### config.mk
export PLATFORM = sky130hd
export DESIGN_NAME = nkdpm_cell
export DESIGN_NICKNAME = d
export VERILOG_FILES = /design/src/rtl/core/nkdpm_pkg.sv /design/src/rtl/core/nkdpm_cell.sv
export SDC_FILE = /design/constraint.sdc
export NUM_CORES = 1
export LEC_CHECK = 0
export ABC_AREA = 1
export ABC_CLOCK_PERIOD_IN_PS = 4750
export BUFFER_PORTS_ARGS = -buffer_cell sky130_fd_sc_hd__buf_2
export CAP_MARGIN = 20
export CORE_AREA = 4 4 86 64
export DETAILED_ROUTE_END_ITERATION = 7
export DIE_AREA = 0 0 90 68
export GPL_ROUTABILITY_DRIVEN = 0
export PLACE_DENSITY = 0.74
export RECOVER_POWER = 100
export REMOVE_ABC_BUFFERS = 1
export SYNTH_ARGS = -nofsm -noshare
export SYNTH_HDL_FRONTEND = slang
export SYNTH_SLANG_ARGS = --single-unit
### constraint.sdc
create_clock -name clk_i -period 4.75 [get_ports clk_i]
set_clock_uncertainty 0.2 [all_clocks]
set_input_delay 0.95 -clock clk_i [delete_from_list [all_inputs] [get_ports clk_i]]
set_output_delay 0.95 -clock clk_i [all_outputs]
set_load 0.005 [all_outputs]
### src/rtl/core/nkdpm_pkg.sv
// Shared types and codes for the nearest-k depth pixel mean block.
// No dependencies; imported by every module of the block.
`default_nettype none

package nkdpm_pkg;

  // Configuration register indexes.
  localparam logic REG_FRAME_WIDTH = 1'b0;
  localparam logic REG_KEEP_COUNT  = 1'b1;

  localparam int unsigned CFG_DATA_W   = 12;
  localparam int unsigned DEPTH_PORT_W = 16;
  localparam int unsigned MCOL_PORT_W  = 11;
  localparam int unsigned KEPT_PORT_W  = 7;

  localparam int unsigned WIDTH_RESET = 640;
  localparam int unsigned KEEP_RESET  = 16;

  // Control of one table cell for the current cycle.
  typedef struct packed {
    logic ins;    // insert the new pixel into the sorted row
    logic drain;  // shift every entry one cell toward cell 0
  } cell_ctl_t;

  typedef enum logic [3:0] {
    ST_IDLE  = 4'b0001,
    ST_DRAIN = 4'b0010,
    ST_DIV   = 4'b0100,
    ST_OUT   = 4'b1000
  } state_e;

endpackage

`default_nettype wire

### src/rtl/core/nkdpm_cell.sv
// One entry of the sorted table of kept pixels.
// Depends on nkdpm_pkg for the cell control struct.
`default_nettype none

module nkdpm_cell import nkdpm_pkg::*; #(
  parameter int unsigned DW = 16,
  parameter int unsigned CW = 11
) (
  input  wire logic          clk_i,
  input  wire cell_ctl_t     ctl_i,
  input  wire logic          valid_i,
  input  wire logic [DW-1:0] new_depth_i,
  input  wire logic [CW-1:0] new_col_i,
  input  wire logic          left_le_i,
  input  wire logic [DW-1:0] left_depth_i,
  input  wire logic [CW-1:0] left_col_i,
  input  wire logic [DW-1:0] right_depth_i,
  input  wire logic [CW-1:0] right_col_i,
  output logic               le_o,
  output logic               gt_o,
  output logic      [DW-1:0] depth_o,
  output logic      [CW-1:0] col_o
);

  logic [DW-1:0] depth_q, depth_d;
  logic [CW-1:0] col_q, col_d;

  // An entry that is not nearer-or-equal moves one place right to make room.
  assign le_o = valid_i && (depth_q <= new_depth_i);
  assign gt_o = valid_i && (depth_q > new_depth_i);

  always_comb begin
    depth_d = depth_q;
    col_d   = col_q;
    if (ctl_i.drain) begin
      depth_d = right_depth_i;
      col_d   = right_col_i;
    end else if (ctl_i.ins && !le_o) begin
      if (left_le_i) begin
        depth_d = new_depth_i;
        col_d   = new_col_i;
      end else begin
        depth_d = left_depth_i;
        col_d   = left_col_i;
      end
    end
  end

  always_ff @(posedge clk_i) begin
    depth_q <= depth_d;
    col_q   <= col_d;
  end

  assign depth_o = depth_q;
  assign col_o   = col_q;

endmodule

`default_nettype wire

# Word-level counts from Yosys, hierarchy flattened
# Index checks and enable logic that the tools add are counted.
[word_totals]
regBits = 27
elab_cells = 15
[op_classes]
magnitude_cmp = 2
muxes = 6
n_reduce_logical = 5
[ops]
columns = ["op", "count"]
rows = [
  ["2-to-1 mux 16 bit", 3],
  ["2-to-1 mux 11 bit", 3],
  ["greater-than comparator 16 bit", 1],
  ["less-or-equal comparator 16 bit", 1],
  ["logical AND 1 bit", 3],
  ["nonzero test 2 bit", 1],
  ["zero test 1 bit", 1],
]

# Logic depth before layout (Yosys ltp)
[depth]
depth_word = 6
ltp_mapped = 15
ltp_nobuf = 15

# Worst setup path after synthesis
# No wires, ideal clock.
[synth_path]
kind = "input-to-output"
startpoint = "in new_depth_i[11]"
endpoint = "out le_o"
arrival_time_ns = 1.822
required_ns = 3.600
setup_slack_ns = 1.778
cell_stages = 9
n_path_buf = 0
cell_sequence = "inv_1 -> ha_1 -> a21oi_1 -> nand2_1 -> a21oi_2 -> nand2_1 -> nand2_2 -> nand2_2 -> inv_1"
[synth_via]
elab_chain_len = 2
[synth_rtl]
columns = ["element", "line", "source"]
rows = [
  ["start: declaration", "nkdpm_cell.sv:12", "input wire logic [DW-1:0] new_depth_i,"],
  ["less-or-equal comparator 16 bit", "nkdpm_cell.sv:29", "assign le_o = valid_i && (depth_q <= new_depth_i);"],
  ["logical AND 1 bit", "nkdpm_cell.sv:29", ""],
  ["end: declaration", "nkdpm_cell.sv:19", "output logic le_o,"],
]
# Every way passes these cells.

# Worst setup path in the final report
[layout_path]
startpoint = "in new_depth_i[15]"
endpoint = "reg depth_q[14] (netlist: depth_o[14]), enable pin"
[layout_via]
elab_chain_len = 5
[layout_rtl]
columns = ["element", "line", "source"]
rows = [
  ["less-or-equal comparator 16 bit", "nkdpm_cell.sv:29", ""],
  ["logical AND 1 bit", "nkdpm_cell.sv:29", ""],
  ["zero test 1 bit", "nkdpm_cell.sv:38", "end else if (ctl_i.ins && !le_o) begin"],
  ["logical AND 1 bit", "nkdpm_cell.sv:38", ""],
  ["nonzero test 2 bit (no line)", "-", ""],
  ["end signal: assignment", "nkdpm_cell.sv:50", "depth_q <= depth_d;"],
  ["end: declaration", "nkdpm_cell.sv:25", "logic [DW-1:0] depth_q, depth_d;"],
]
# Every way passes these cells.
# A chain may end at the register's enable or synchronous reset.

==> flow_summary_export.csv <==
group,metric,value,unit
status,status,"finished with violations",
status,failing_checks,"max-capacitance violations, max-slew violations",
logic_synthesis,synthAdderAreaFrac,0.111,
clocking,cts_root_buf,"clkbuf_8",
floorplan,core_area,4650,um^2
logic_synthesis,post_synth_xor_area_fraction,0,
final_layout,layout.nets,436,
hold_path,hold_path.startpoint,"right_depth_i[2]",
clocking,postCtsHoldBufs,0,
logic_synthesis,number_of_synthesized_flops_with_an_enable_pin,27,
timing,hold_viol_final,0,
worst_setup_path,reg2reg_to,"depth_o[14]",
final_layout,final.fill_count,460,
logic_synthesis,ys.warnings.count,0,
timing,timing.final.ws_setup,1130,ps
final_layout,commonest_non_fill_non_tap_cell_in_the_layout,"buf_2",
drt,post_drt_via_cell_ratio,4.71,
grt,grt_overflow_total,0,
final_layout,finish.utilization,0.518,
worst_setup_path,path_max_fanout,27,
logic_synthesis,synthCells,224,
timing,setup_repair_after_global_routing_missed_its_margin,"false",
timing,timing_max_transition_violations_final,70,
grt,grt_antenna_before_repair,0,
logic_synthesis,synth.ff_latch_count,27,
worst_setup_path,cpMaxStageDelayCell,"clkbuf_1",
floorplan,io-pin-count,115,
drt,drcViolationCount,0,
drt,routed-via-count,1838,
placed_design,dpl_cell_area,2410,um^2
grt,grt_first_pass_wirelength,7620,um
worst_setup_path,worst-setup-path-type,"in2reg",
final_layout,final_area,2410,um^2
floorplan,fp.dieW,90,um
final_layout,final_layout_size_suffix_gt1_frac,0.294,
hold_path,hold_end,"depth_o[2]",
worst_setup_path,critical_path.cell_chain,"buf_2 -> inv_1 -> ha_1 -> nand2_2 -> nor3_1 -> nand2_1 -> nand2_1 -> nand2_1 -> nand2_2 -> nand2_1 -> nand2_1 -> clkbuf_1",
drt,met1Wirelength,2180,um
final_layout,n_antenna_cell,0,
logic_synthesis,async_reset_ff_frac,0,
timing,slew-limit-headroom,-0.0829,
timing,timing_worst_slew_pin_value,1620,ps
logic_synthesis,post_synthesis_mean_instance_area,8.06,um^2
logic_synthesis,synth.yosys.seq_area_share,0.449,
placed_design,total_of_buffers_placed_on_input_and_output_ports,114,
logic_synthesis,synthesis.area,1810,um^2
clocking,cts.clk_slew.worst_paths,90,ps
pwr,power.leakage,0.00121,uW
clocking,clock_insertion_delay_worst_skew,270,ps
worst_setup_path,crit_top_cell,"nand2_1",
clocking,cts_sinks,27,
clocking,cts_made_buffers,3,
worst_setup_path,arrival,3300,ps
final_layout,synthToLayoutAreaGrowth,33.5,%
timing,timing.fmax,276,MHz
floorplan,fp.dieH,68,um
final_layout,layout.cells.most_common_list,"90 x buf_2, 59 x nand2_1, 33 x a21oi_1",
clocking,post-cts-setup-buffers,0,
clocking,tritoncts,"done",
worst_setup_path,worst-r2r-setup-slack,1500,ps
pwr,power_density,246,nW/um^2
placed_design,preCtsSetupSlack,1450,ps
logic_synthesis,yosys_most_used_dff,"edfxtp_1",
timing,final-setup-viol-count,0,
drt,detailroute.wirelength.met2,2230,um
flow_run,max-cap-violations,2,
drt,routed_wire_length_per_instance,12.1,um
pwr,ir_drop,0.0000966,V
clocking,clock_path_buffers,2,
worst_setup_path,startpoint_type,"input port",
worst_setup_path,critical_path.max_stage_delay,1130,ps
clocking,cts_max_level,1,
timing,period_share,0.762,
logic_synthesis,muxShareOfSynthArea,0,
timing,timing.setup.tns,0,ps
floorplan,dieArea,6120,um^2
logic_synthesis,post_synth_num_cell_types,18,
grt,groute.usage.overall,0.151,
placed_design,place_hpwl,3680,um
worst_setup_path,r2r-start,"depth_o[15]",
timing,min_clock_period_post_route,3620,ps
floorplan,initial_utilization,0.388,
grt,pin_count_of_the_biggest_net_entering_global_routing,42,
clocking,cts.repair.resized,0,
drt,first_iter_violations,87,
hold_path,worstHoldPathCells,3,
logic_synthesis,synth_area_in_compound_gates,0.175,
drt,met3_length,319,um
floorplan,fp-row-count,21,
drt,dr.max_layer_used,"met3",
worst_setup_path,worst_ep_required_time,4430,ps
drt,dr.pass1.iters,4,
drt,drt.antenna.violating_nets,0,
hold_path,hold_removal_path_class,"in2reg",
worst_setup_path,worstRegToRegCells,10,
worst_setup_path,worst_setup_path_end_kind,"register",
drt,wirelength,4740,um
logic_synthesis,synth_simple_gate_area_frac,0.188,
logic_synthesis,synth_top_family_by_area,"simple AND/OR/NAND/NOR gates",
grt,first_global_vias,1758,
==> how the worst max path moves through the flow <==
stage,slack [ps],endpoint,from
6_report,1130,depth_o[14],new_depth_i[15]
4_1_cts,1450,le_o,new_depth_i[15]
3_3_place_gp,1460,le_o,new_depth_i[15]
5_1_grt,870,col_o[5],new_depth_i[11]
3_5_place_dp,1450,le_o,new_depth_i[15]
2_1_floorplan,1780,le_o,new_depth_i[11]
==> worst max-delay path: cells and delay by family <==
family	cells	cell delay (ps)
fa+ha+maj	1	290
buf+inv	3	1260
simple gates	8	780
==> cell families after synthesis <==
family          count (synthesis)
buf+inv                        34
simple gates                   85
flops                          27
compound gates                 62
fa+ha+maj                      16
==> power by group <==
group	total, uW	internal, uW	switching (uW)
Sequential	304	294	10.4
Clock	132	60.1	71.6
Combinational	158	71.0	87.0
Total	594	425	169
==> flip-flops by register name, summed over array words and instances, names as in the netlist <==
name	count
depth_o	16
col_o	11
==> Yosys cell counts (3+ instances only) <==
cell,count,share of area
buf_2,8,0.022
o21ai_0,18,0.050
ha_1,16,0.11
a21oi_1,33,0.091
inv_1,22,0.046
nand2_2,3,0.010
nand2_1,58,0.12
o21ai_1,9,0.025
nor2_1,19,0.040
edfxtp_1,27,0.45
==> layout make-up <==
type | count | area (um^2) | area share
timing repair buffer | 115 | 544 | 0.226
clock buffer | 4 | 45.0 | 0.0187
tap | 57 | 71.3 | 0.0296
inverter | 24 | 90.1 | 0.0374
sequential | 27 | 811 | 0.336
multi-input combinational | 163 | 850 | 0.352
==> layer usage <==
layer / global-route usage / vias up
met3: 0.0385 / 0
met2: 0.273 / 64
li1: - / 968
met1: 0.187 / 806
met5: 0 / -
met4: 0.0305 / 0
==> per-stage QoR <==
stage / total power, uW / cells / hold WS [ps]
CTS: 609 / 390 / 752
finish: 594 / 390 / 752
global placement: 472 / 386 / 1030
detailed placement: 477 / 386 / 1040
floorplan: 389 / 214 / 937
global route: 640 / 390 / 758
Note: power is estimated with default switching activity, not from simulation.
