[config.mk]
export PLATFORM = sky130hd
export DESIGN_NAME = nkdpm_div
export DESIGN_NICKNAME = d
export VERILOG_FILES = /design/src/rtl/core/nkdpm_pkg.sv /design/src/rtl/core/nkdpm_div.sv
export SDC_FILE = /design/constraint.sdc
export NUM_CORES = 1
export LEC_CHECK = 0
export BUFFER_PORTS_ARGS = -buffer_cell sky130_fd_sc_hd__buf_2
export CAP_MARGIN = 20
export CORE_UTILIZATION = 35
export CTS_BUF_LIST = sky130_fd_sc_hd__clkbuf_16
export DETAILED_ROUTE_END_ITERATION = 7
export GPL_ROUTABILITY_DRIVEN = 1
export SYNTH_ARGS = -nofsm -noshare
export SYNTH_HDL_FRONTEND = slang
export SYNTH_SLANG_ARGS = --single-unit
[constraint.sdc]
create_clock -name clk_i -period 6.35 [get_ports clk_i]
set_clock_uncertainty 0.05 [all_clocks]
set_input_delay 0.3175 -clock clk_i [delete_from_list [all_inputs] [get_ports clk_i]]
set_output_delay 0.3175 -clock clk_i [all_outputs]
set_load 0.005 [all_outputs]
[src/rtl/core/nkdpm_pkg.sv]
// Shared types and codes for the nearest-k depth pixel mean block.
// No dependencies; imported by every module of the block.
`default_nettype none

package nkdpm_pkg;

  // Configuration register indexes.
  localparam logic REG_FRAME_WIDTH = 1'b0;
  localparam logic REG_KEEP_COUNT  = 1'b1;

  localparam int unsigned CFG_DATA_W   = 12;
  localparam int unsigned DEPTH_PORT_W = 16;
  localparam int unsigned MCOL_PORT_W  = 11;
  localparam int unsigned KEPT_PORT_W  = 7;

  localparam int unsigned WIDTH_RESET = 640;
  localparam int unsigned KEEP_RESET  = 16;

  // Control of one table cell for the current cycle.
  typedef struct packed {
    logic ins;    // insert the new pixel into the sorted row
    logic drain;  // shift every entry one cell toward cell 0
  } cell_ctl_t;

  typedef enum logic [3:0] {
    ST_IDLE  = 4'b0001,
    ST_DRAIN = 4'b0010,
    ST_DIV   = 4'b0100,
    ST_OUT   = 4'b1000
  } state_e;

endpackage

`default_nettype wire

[src/rtl/core/nkdpm_div.sv]
// Restoring divider, one quotient bit per cycle.
// Depends on nkdpm_pkg only through the common import convention.
`default_nettype none

module nkdpm_div import nkdpm_pkg::*; #(
  parameter int unsigned W  = 22,
  parameter int unsigned NW = 7
) (
  input  wire logic          clk_i,
  input  wire logic          rst_ni,
  input  wire logic          start_i,
  input  wire logic [W-1:0]  dividend_i,
  input  wire logic [NW-1:0] divisor_i,
  output logic               done_o,
  output logic      [W-1:0]  quot_o
);

  localparam int unsigned CNT_W = $clog2(W + 1);

  logic [CNT_W-1:0] cnt_q, cnt_d;
  logic             done_q, done_d;
  logic [W-1:0]     quot_q, quot_d;
  logic [NW-1:0]    rem_q, rem_d;
  logic [NW-1:0]    dvs_q, dvs_d;
  logic [NW:0]      trial;
  logic             fits;

  assign trial = {rem_q, quot_q[W-1]};
  assign fits  = trial >= {1'b0, dvs_q};

  always_comb begin
    cnt_d  = cnt_q;
    done_d = 1'b0;
    quot_d = quot_q;
    rem_d  = rem_q;
    dvs_d  = dvs_q;
    if (start_i) begin
      cnt_d  = CNT_W'(W);
      quot_d = dividend_i;
      rem_d  = '0;
      dvs_d  = divisor_i;
    end else if (cnt_q != '0) begin
      cnt_d  = cnt_q - CNT_W'(1);
      done_d = (cnt_q == CNT_W'(1));
      quot_d = {quot_q[W-2:0], fits};
      rem_d  = fits ? NW'(trial - {1'b0, dvs_q}) : NW'(trial);
    end
  end

  always_ff @(posedge clk_i or negedge rst_ni) begin
    if (!rst_ni) begin
      cnt_q  <= '0;
      done_q <= 1'b0;
    end else begin
      cnt_q  <= cnt_d;
      done_q <= done_d;
    end
  end

  always_ff @(posedge clk_i) begin
    quot_q <= quot_d;
    rem_q  <= rem_d;
    dvs_q  <= dvs_d;
  end

  assign done_o = done_q;
  assign quot_o = quot_q;

endmodule

`default_nettype wire

---- Word-level counts from Yosys, hierarchy flattened ----
Index checks and enable logic that the tools add are counted.
operators by class
  reductions and logical operators ........ 2
  muxes and demuxes ....................... 7
  add/subtract/negate cells ............... 2
  order comparisons ....................... 1
  equal/unequal tests ..................... 1
operator list
  cell                   number
  $mux W22               2
  $mux W5                2
  $ge A8 B7 Y1           1
  $mux W7                1
  $sub A7 B7 Y7          1
  $eq A5 B1 Y1 const B   1
  $reduce_bool A5 Y1     1
  $sub A5 B1 Y5 const B  1
  $mux W1                2
  $reduce_bool A2 Y1     1
word-level totals
  register bits ........................... 42
  input port bits ......................... 32
  output and inout port bits .............. 23

---- Depth between registers and ports, before layout ----
  depth after elaboration ................. 3
  depth in mapped cells ................... 9
  mapped depth without buffers ............ 8

---- Worst setup path before layout ----
Ideal clock, no wire load.
  path type ............................... register to register
  from .................................... register quot_q[21] (netlist: quot_o[21])
  to ...................................... register rem_q[1]
  stages on the path, launching flop included .. 10
  path slack .............................. 4140 ps
  data arrival time ....................... 2097 ps
  library setup time ...................... 63 ps
  clock period less this slack ............ 2210 ps
  data required time ...................... 6237 ps
  cells stage by stage .................... edfxtp_1 -> inv_1 -> ha_1 -> fa_1 -> nand2b_2 -> a211oi_2 -> nor3_2 -> buf_6 -> or4_1 -> nand3_1
on the way
  cells in the longest elaborated chain, start to end .. 2
  elaborated cells between the ends (all ways) .. 3
  classes of those cells .................. add/sub (1); order compare (1); mux (1)
ends and longest elaborated chain
  what                                           RTL line                          RTL
  start: declaration                             nkdpm_div.sv:22                   logic [W-1:0] quot_q, quot_d;
  start signal: assignment                       nkdpm_div.sv:61                   quot_q <= quot_d;
  $sub A7 B7 Y7 or $ge A8 B7 Y1 (tied branches)  nkdpm_div.sv:46, nkdpm_div.sv:29
  $mux W7 *                                      nkdpm_div.sv:46                   rem_d = fits ? NW'(trial - {1'b0, dvs_q}) : NW'(trial);
  end signal: assignment                         nkdpm_div.sv:62                   rem_q <= rem_d;
  end: declaration                               nkdpm_div.sv:23                   logic [NW-1:0] rem_q, rem_d;
Every way passes the cells marked *; elsewhere a longest branch is shown, timed or not.
A chain may end at the register's enable or synchronous reset.

---- Worst setup path after layout ----
  from .................................... register quot_q[21] (netlist: quot_o[21])
  to ...................................... register rem_q[0]
The elaborated chain is that of the path after synthesis.

==> impl_metrics.yaml <==
status:
  status: "completed"
synth:
  postSynthRegisterBits: 42
  synth_net_count: 214
  synthesis.area_per_instance_um2: 12.4
  synth_top_family_by_area: "multiplexers"
  ys.flop_type: "sky130_fd_sc_hd__edfxtp_1"
  yosys_warnings: 0
  post-synth-top-count-cell: "sky130_fd_sc_hd__edfxtp_1"
  synth-compound-area-share: 0.0777
  synth_adder_area_share: 0.0624
  netlist_instances: 172
  synth.area.top_cells: "sky130_fd_sc_hd__edfxtp_1 (41%), sky130_fd_sc_hd__mux2_2 (12%), sky130_fd_sc_hd__dfrtp_1 (7.1%), sky130_fd_sc_hd__dfxtp_1 (6.6%), sky130_fd_sc_hd__ha_1 (5.3%)"
  synth_enable_flop_cells: 29
  netlist-cell-type-count: 39
  synthDominantAreaCellType: "sky130_fd_sc_hd__edfxtp_1"
  synth_simple_gate_area_share: 0.106
  synth_xor_xnor_area_share: 0.0165
  synthMuxAreaShare: 0.145
  netlist.area_leader.share: 0.410
  syn_area_um2: 2130
  ys_seq_area_frac: 0.546
  synthArstFlopShare: 0.143
  post_synth_most_frequent_cells: "sky130_fd_sc_hd__edfxtp_1 (29), sky130_fd_sc_hd__mux2_2 (22), sky130_fd_sc_hd__nor2_1 (17), sky130_fd_sc_hd__inv_1 (14), sky130_fd_sc_hd__a21oi_1 (10)"
power:
  power.density_cell_area_nw_per_um2: 369
  power.static_leakage_nw: 1.15
  vdd_drop_max_uv: 183
  power_mw: 0.980
clocking:
  cts_buffer_depth: 2
  cts-root-buf: "sky130_fd_sc_hd__clkbuf_16"
  cts_resized: 0
  clk_latency_ns: 0.28
  clk_pin_slew_ns: 0.06
  cts_tree: "yes"
  htreeDepth: 2
  cts_made_buffers: 5
  cts.sink_count: 42
worst_setup_path:
  worst_ep_arrival_time_ns: 2.59
  timing.setup.critical_path_class: "reg2reg"
  end_kind: "flip-flop"
  timing.critical_path.slowest_cell_delay_ns: 0.58
  crit_start_category: "flip-flop"
  crit_slowest_cell: "sky130_fd_sc_hd__nor3_2"
  cells_along_the_critical_path: "inv_1 -> ha_1 -> fa_1 -> nand2b_2 -> a211oi_2 -> nor3_2 -> mux2_2 -> a211oi_1"
  timing.critical_path.fanout_max: 11
  critPathRequiredTime_ns: 6.50
finish:
  num-nets-final: 271
  final_layout_size_suffix_gt1_frac: 0.404
  post_route_core_utilization: 0.451
  area.growth.synth_to_final_pct: 24.9
  diodes: 0
  post_layout_nonfiller_instances: 305
global_route:
  global_route.usage.total: 0.141
  global_route.overflow_total: 0
  antenna_found_initial: 0
  grt_pass1_vias: 1451
  wire_length_of_the_first_global_routing_pass_mm: 6.78
  largest_net_degree_at_the_start_of_global_routing: 46
detailed_routing:
  wl_per_cell_um: 13.3
  drt_iter0_markers: 63
  detailedRoute.firstPassIterationCount: 4
  total_wire_length_mm: 4.07
  via_count: 1478
  post_drt_via_cell_ratio: 4.85
  drt.antenna.violating_nets: 0
  drc_errors: 0
die:
  floorplan.io_pins: 55
  core_um2: 5890
  die-width_um: 79.9
  initial_core_util: 0.361
  fp-row-count: 28
  dieHeight_um: 79.9
  dieArea_um2: 6390
timing:
  post-route-period-util: 0.384
  drv_slew: 0
  setup_repair_after_global_routing_missed_its_margin: "no"
  timing.max_slew.rel_slack: 0.373
  hold_viol: 0
  fmax_mhz: 410
  setup_tns_ns: 0
  setup_viol_count_final: 0
  tightestPinTransition_ns: 0.940
  fin_crit_ns: 2.44
placement:
  io_buffers: 54
  gp_routability_congestion: 0.807
  hpwlAfterDp_mm: 2.86
  placed_cells_incl_taps: 296
flow_run:
  timing.max_cap.violations: 0
hold_path:
  hold_class: "in2reg"
==> cell usage in the layout (no fill, tap or decap), types with 2 or more instances in the layout <==
master	count
sky130_fd_sc_hd__buf_2	54
sky130_fd_sc_hd__a211oi_1	6
sky130_fd_sc_hd__nor2_1	17
sky130_fd_sc_hd__clkbuf_16	5
sky130_fd_sc_hd__nand2_1	2
sky130_fd_sc_hd__or3_1	2
sky130_fd_sc_hd__xnor2_1	2
sky130_fd_sc_hd__nand2b_1	2
sky130_fd_sc_hd__dfxtp_1	7
sky130_fd_sc_hd__edfxtp_1	29
sky130_fd_sc_hd__bufinv_16	2
sky130_fd_sc_hd__mux2i_1	6
sky130_fd_sc_hd__mux2_2	22
sky130_fd_sc_hd__dfrtp_1	6
sky130_fd_sc_hd__o21ai_0	4
sky130_fd_sc_hd__inv_1	14
sky130_fd_sc_hd__ha_1	9
sky130_fd_sc_hd__or4_1	2
sky130_fd_sc_hd__xor2_1	2
sky130_fd_sc_hd__a21oi_1	10
sky130_fd_sc_hd__nand2b_2	2
sky130_fd_sc_hd__nor3_1	6
==> critical path, delay by kind of cell (launching register included) <==
kind | cells | cell delay, ns
AND/OR/NAND/NOR | 2 | 0.74
multiplexers | 1 | 0.41
flip-flops | 1 | 0.39
adder cells (fa/ha/maj) | 2 | 0.39
AO/OA/AOI/OAI | 2 | 0.29
buffers and inverters | 1 | 0.09
==> path summary, 6_finish.rpt <==
kind,start,endpoint,slack [ns],depth (start not counted)
max in group asynchronous,rst_ni,cnt_q[4],5.76,2
min reg2reg,cnt_q[4],done_o,0.44,1
max,quot_o[21],rem_q[0],3.91,8
min in group asynchronous,rst_ni,cnt_q[1],0.34,2
min,divisor_i[1],dvs_q[1],0.16,1
max reg2reg,quot_o[21],rem_q[0],3.91,8
==> cell type report <==
cell class / instances / area, um^2
fill: 570 / 3230
inverter: 14 / 52.6
sequential: 42 / 1160
multi-input combinational: 110 / 866
clock buffer: 5 / 125
tap: 75 / 93.8
clock inverter: 3 / 68.8
timing repair buffer: 56 / 288
==> per-layer routing <==
| layer | part of all wire | global-route usage |
|---|---|---|
| met5 | 0 | 0 |
| met4 | 0.014 | 0.0536 |
| met3 | 0.046 | 0.0400 |
| met2 | 0.46 | 0.226 |
| met1 | 0.48 | 0.178 |
==> registers in the layout, indices dropped and copies added, names as in the netlist <==
| register | count |
|---|---|
| cnt_q | 5 |
| done_o | 1 |
| dvs_q | 7 |
| quot_o | 22 |
| rem_q | 7 |
==> power by group <==
| group | internal (mW) | switching [mW] |
|---|---|---|
| logic | 0.134 | 0.143 |
| registers | 0.341 | 0.0288 |
| clock network | 0.226 | 0.107 |
| total | 0.700 | 0.280 |
==> stage by stage <==
| stage | hold slack, ns | worst slack (ns) | instance area (um^2) |
|---|---|---|---|
| 2_1_floorplan | -0.0281 | 4.14 | 2130 |
| 3_3_place_gp | 0.107 | 4.00 | 2450 |
| 3_5_place_dp | 0.103 | 3.88 | 2450 |
| 4_1_cts | 0.155 | 3.88 | 2660 |
| 5_1_grt | 0.153 | 3.69 | 2660 |
| 6_report | 0.158 | 3.91 | 2660 |
==> cell families after synthesis <==
logic type      count (synthesis)
compound gates                 26
xor+xnor                        4
fa+ha+maj                      10
buf+inv                        20
flops                          42
mux                            28
simple gates                   42
==> repair_timing <==
action                    4_1_cts  5_1_grt
hold endpoints to repair        6        0
setup buffers                   0        0
hold buffers                    1        0
Note: power is estimated with default switching activity, not from simulation.
